$ cat config.mk
export PLATFORM = sky130hd
export DESIGN_NAME = ptd_ctrl
export DESIGN_NICKNAME = d
export VERILOG_FILES = /design/src/rtl/ptd_pkg.sv /design/src/rtl/ptd_ctrl.sv
export SDC_FILE = /design/constraint.sdc
export NUM_CORES = 1
export LEC_CHECK = 0
export ABC_AREA = 1
export BUFFER_PORTS_ARGS = -buffer_cell sky130_fd_sc_hd__buf_2
export CAP_MARGIN = 25
export CORE_MARGIN = 2
export CORE_UTILIZATION = 49
export CTS_CLUSTER_DIAMETER = 30
export DETAILED_ROUTE_END_ITERATION = 10
export PLACE_DENSITY = 0.76
export RECOVER_POWER = 100
export SLEW_MARGIN = 25
export SYNTH_ARGS = -nofsm -noshare
export SYNTH_HDL_FRONTEND = slang
export SYNTH_SLANG_ARGS = --single-unit
$ cat constraint.sdc
create_clock -name clk -period 1.75 [get_ports clk]
set_clock_uncertainty 0.1 [all_clocks]
set_input_delay 0.2625 -clock clk [delete_from_list [all_inputs] [get_ports clk]]
set_output_delay 0.2625 -clock clk [all_outputs]
set_load 0.1 [all_outputs]
$ cat src/rtl/ptd_pkg.sv
package ptd_pkg;

  // Field widths
  localparam int PIN_W      = 11;
  localparam int HEIGHT_W   = 8;
  localparam int DIFF_W     = 9;
  localparam int PIN_EXT_W  = 17;
  localparam int IN_DATA_W  = 32;
  localparam int OUT_DATA_W = 16;
  localparam int CFG_IDX_W  = 2;

  // Default sizes
  localparam int PIN_COUNT_DEF = 2048;
  localparam int WINDOW_DEF    = 8;

  // Reset values
  localparam logic [HEIGHT_W-1:0] HISTORY_RESET   = 8'd210;
  localparam logic [HEIGHT_W-1:0] FLAT_TOL_RESET  = 8'd2;
  localparam logic [HEIGHT_W-1:0] TOUCH_THR_RESET = 8'd21;

  // Register indexes
  localparam logic [CFG_IDX_W-1:0] REG_FLAT_TOL  = 2'd0;
  localparam logic [CFG_IDX_W-1:0] REG_TOUCH_THR = 2'd1;

  // Commands from controller to datapath
  typedef struct packed {
    logic accept;     // capture input item, issue history read
    logic load_win;   // shift new command into window copy
    logic scan_en;    // fold one window byte into min/max
    logic finish;     // write history back, form flags
    logic out_load;   // move result into output register
    logic clr_we;     // write reset window at clear address
  } ptd_cmd_t;

endpackage

$ cat src/rtl/ptd_ctrl.sv
module ptd_ctrl #(
  parameter int PIN_COUNT = ptd_pkg::PIN_COUNT_DEF,
  parameter int WINDOW    = ptd_pkg::WINDOW_DEF,
  parameter int ADDR_W    = 11,
  parameter int IDX_W     = 3
) (
  input  logic              clk,
  input  logic              rst,
  input  logic              in_valid,
  output logic              in_ready,
  output logic              out_valid,
  input  logic              out_ready,
  output ptd_pkg::ptd_cmd_t cmd,
  output logic [ADDR_W-1:0] clr_addr,
  output logic [IDX_W-1:0]  scan_idx
);

  typedef enum logic [2:0] {
    S_CLEAR,
    S_IDLE,
    S_LOAD,
    S_SCAN,
    S_WRITE,
    S_DONE
  } state_t;

  state_t state;
  logic   slot_free;

  assign in_ready  = (state == S_IDLE);
  assign slot_free = !out_valid || out_ready;

  // Command decode
  always_comb begin
    cmd          = '0;
    cmd.accept   = in_ready && in_valid;
    cmd.clr_we   = (state == S_CLEAR);
    cmd.load_win = (state == S_LOAD);
    cmd.scan_en  = (state == S_SCAN);
    cmd.finish   = (state == S_WRITE);
    cmd.out_load = (state == S_DONE) && slot_free;
  end

  // Sequencer: state, counters and output valid
  always_ff @(posedge clk) begin
    if (rst) begin
      state     <= S_CLEAR;
      clr_addr  <= '0;
      scan_idx  <= '0;
      out_valid <= 1'b0;
    end else begin
      // in S_DONE a consumed result is replaced by the new one below
      if (out_valid && out_ready && (state != S_DONE)) out_valid <= 1'b0;
      case (state)
        S_CLEAR: begin
          clr_addr <= clr_addr + 1'b1;
          if (clr_addr == ADDR_W'(PIN_COUNT - 1)) state <= S_IDLE;
        end
        S_IDLE: begin
          if (in_valid) state <= S_LOAD;
        end
        S_LOAD: begin
          scan_idx <= '0;
          state    <= S_SCAN;
        end
        S_SCAN: begin
          scan_idx <= scan_idx + 1'b1;
          if (scan_idx == IDX_W'(WINDOW - 1)) state <= S_WRITE;
        end
        S_WRITE: begin
          state <= S_DONE;
        end
        S_DONE: begin
          if (slot_free) begin
            out_valid <= 1'b1;
            state     <= S_IDLE;
          end
        end
        default: state <= S_IDLE;
      endcase
    end
  end

endmodule

==> impl_metrics.env <==
export IMPL_gr_usage_met1_pct=23.4
export IMPL_cts_tree="built"
export IMPL_cts_hold_buf=0
export IMPL_muxShareOfSynthArea_pct=0
export IMPL_cts_sinks=18
export IMPL_synth_compound_area_share_pct=12.4
export IMPL_fin_area_um2=1190
export IMPL_vias_per_cell=4.86
export IMPL_switching_share_pct=54.2
export IMPL_clkTransAtPathRegs_ns=0.09
export IMPL_placement_io_buffers=25
export IMPL_crit_path_max_fanout=7
export IMPL_period_share_pct=96.3
export IMPL_p_per_area_nw_per_um2=1510
export IMPL_slew_viol_final=0
export IMPL_gp_congestion=0.890
export IMPL_synth_top_family_by_area="simple AND/OR/NAND/NOR gates"
export IMPL_grtUsageTotal_pct=19.0
export IMPL_first_global_vias=726
export IMPL_ios=26
export IMPL_combinationalPowerShare_pct=59.2
export IMPL_grt_first_pass_wirelength_mm=2.88
export IMPL_wl_per_cell_um=10.1
export IMPL_drv_cap=0
export IMPL_area_growth_pct=33.3
export IMPL_yosysUniqueCellTypes=18
export IMPL_leakagePower_nw=0.554
export IMPL_hold_violations=0
export IMPL_cp_common_cell="inv_2"
export IMPL_r2r_end="clr_addr[10]"
export IMPL_ys_seq_area_share_pct=40.3
export IMPL_clk_insertion_delay_late_ns=0.29
export IMPL_core_um2=1730
export IMPL_die_y_um=46.7
export IMPL_dr_first_iter_drc_count=15
export IMPL_fillers=153
export IMPL_slew_headroom_pct=64.0
export IMPL_die_x_um=46.7
export IMPL_status="completed"
export IMPL_grtUsageMet3_pct=5.77
export IMPL_dpl_instance_area_um2=1180
export IMPL_irDropWorstVdd_uv=978
export IMPL_ant_nets=0
export IMPL_h_tree_depth=1
export IMPL_cts_buffers=3
export IMPL_drc=0
export IMPL_fin_cells=184
export IMPL_r2r_cells=8
export IMPL_critPathArrivalTime_ns=1.32
export IMPL_max_stage_delay_ns=0.51
export IMPL_numPlacedInstances=181
export IMPL_routed_wl_mm=1.86
export IMPL_finalSetupViolCount=0
export IMPL_crit_path_top_delay_cell="dfxtp_1"
export IMPL_die_area_um2=2180
export IMPL_hpwl_mm=1.51
export IMPL_fmax_mhz=594
export IMPL_path_delay_family="flip-flops"
export IMPL_holdCritPathClass="in -> reg"
export IMPL_busiest_layer="met2"
export IMPL_ys_warn_count=0
export IMPL_grt_max_degree=14
export IMPL_layout_nets=168
export IMPL_syn_area_um2=895
export IMPL_power_frac_seq_pct=29.9
export IMPL_worst_path_stages=4
export IMPL_start_kind="flop"
export IMPL_pwr_share_clk_pct=10.9
export IMPL_crit_chain="inv_2 > nand2_2 > inv_2 > buf_12"
export IMPL_grt_util_met2_pct=29.7
export IMPL_root_buffer="clkbuf_4"
export IMPL_p_int_w=0.000824
export IMPL_rsz0062_at_grt="false"
export IMPL_rows=15
export IMPL_worstMarginPinSlew_ns=0.543
export IMPL_switchingPower_w=0.000975
export IMPL_drive_gt1_share_pct=34.0
export IMPL_antenna_found_initial=0
export IMPL_drt_pass1_iterations=4
export IMPL_start_util_pct=51.8
export IMPL_crit_path_end_kind="primary output"
export IMPL_ys_seq_elements=18
export IMPL_crit_required_ns=1.39
export IMPL_yosys_area_share_simple_pct=33.0
export IMPL_syn_avg_cell_area_um2=6.78
export IMPL_startpoint="state[2]"
export IMPL_syn_nets=139
export IMPL_cts_setup_buffers=0
export IMPL_cts_path_max_buffers=2
export IMPL_synthAdderAreaFrac_pct=4.20
export IMPL_syn_inst=132
export IMPL_synth_xor_area_share_pct=0
export IMPL_path_buf_inv=3
export IMPL_antenna_cells=0
export IMPL_r2r_slack_ns=0.28
export IMPL_rr_startpoint="clr_addr[0]"
export IMPL_path_class="reg -> out"
export IMPL_endpoint="cmd[0]"
export IMPL_grt_overflow=0
export IMPL_vias=895
export IMPL_period_needed_ns=1.68
[area by class of cell]
| cell class | count | area (um^2) | area share [%] |
|---|---|---|---|
| clock buffers | 3 | 22.5 | 1.89 |
| multi-input cells | 91 | 475 | 39.9 |
| inverters | 22 | 82.6 | 6.93 |
| repair buffers | 25 | 204 | 17.1 |
| flip-flops and latches | 18 | 377 | 31.6 |
| well taps | 25 | 31.3 | 2.62 |
[power groups by stage]
stage | logic, W | registers [W] | clock network [W]
after CTS | 0.00108 | 0.000532 | 0.000206
after global routing | 0.00113 | 0.000546 | 0.000225
after global placement | 0.00106 | 0.000535 | 0
after floorplan | 0.000598 | 0.000725 | 0
final | 0.00106 | 0.000539 | 0.000196
after detailed placement | 0.00108 | 0.000540 | 0
[routing by layer]
metal | vias to the layer above | share of wire, %
li1 | 473 | -
met1 | 406 | 46
met2 | 14 | 50
met3 | 2 | 3.3
met4 | 0 | 1.2
met5 | - | 0
[layout by cell type (no fill, tap or decap), drive strengths merged, types with 3 or more instances in the layout]
| master | instances |
|---|---|
| nand2 | 27 |
| nor2 | 24 |
| inv | 22 |
| clkbuf | 18 |
| dfxtp | 18 |
| a21oi | 13 |
| nand3 | 10 |
| buf | 10 |
| o21ai | 8 |
| ha | 3 |
[timing repair]
action                                  4_1_cts  5_1_grt
cloned                                        0        0
endpoints found under the setup margin        3        3
resized for setup                             2        4
[Yosys cell counts]
cell	count	area share [%]
nand2_2	2	1.4
dfxtp_1	18	40
or2_4	1	0.98
a21oi_1	13	7.3
nand4_1	1	0.70
a31oi_1	1	0.70
nand2_1	25	10
inv_2	2	0.84
o21ai_0	8	4.5
ha_1	3	4.2
inv_1	20	8.4
nor2_1	21	8.8
buf_4	1	0.84
or2_2	1	0.70
nor3_1	2	1.1
nor2_2	1	0.70
nor2_4	2	2.5
nand3_1	10	5.6
[cells by family after synthesis]
| family | Yosys count |
|---|---|
| flops | 18 |
| fa+ha+maj | 3 |
| simple gates | 66 |
| buf+inv | 23 |
| compound gates | 22 |
[metrics by stage]
step	setup slack, ns	hold slack, ns	util [%]	power, W	setup TNS (ns)
3_3_place_gp	0.323	0.332	68.1	0.00160	0
4_1_cts	0.0286	0.104	69.6	0.00182	0
5_1_grt	0.00674	0.104	69.1	0.00190	0
6_report	0.0651	0.113	69.1	0.00180	0
2_1_floorplan	-0.0167	0.224	-	0.00132	-0.0167
3_5_place_dp	0.277	0.344	68.1	0.00162	0
[how the worst min path moves through the flow]
stage	slack, ns	start	cells past startpoint	endpoint
floorplan	0.22	rst	1	out_valid
global placement	0.33	scan_idx[0]	1	scan_idx[0]
detailed placement	0.34	scan_idx[0]	1	scan_idx[0]
CTS	0.10	rst	2	clr_addr[4]
global route	0.10	rst	2	scan_idx[1]
finish	0.11	rst	2	scan_idx[2]
[sequential cells by signal, indices dropped and copies added, names as in the netlist]
name,count
state,3
scan_idx,3
out_valid,1
clr_addr,11
Note: power is estimated with default switching activity, not from simulation.
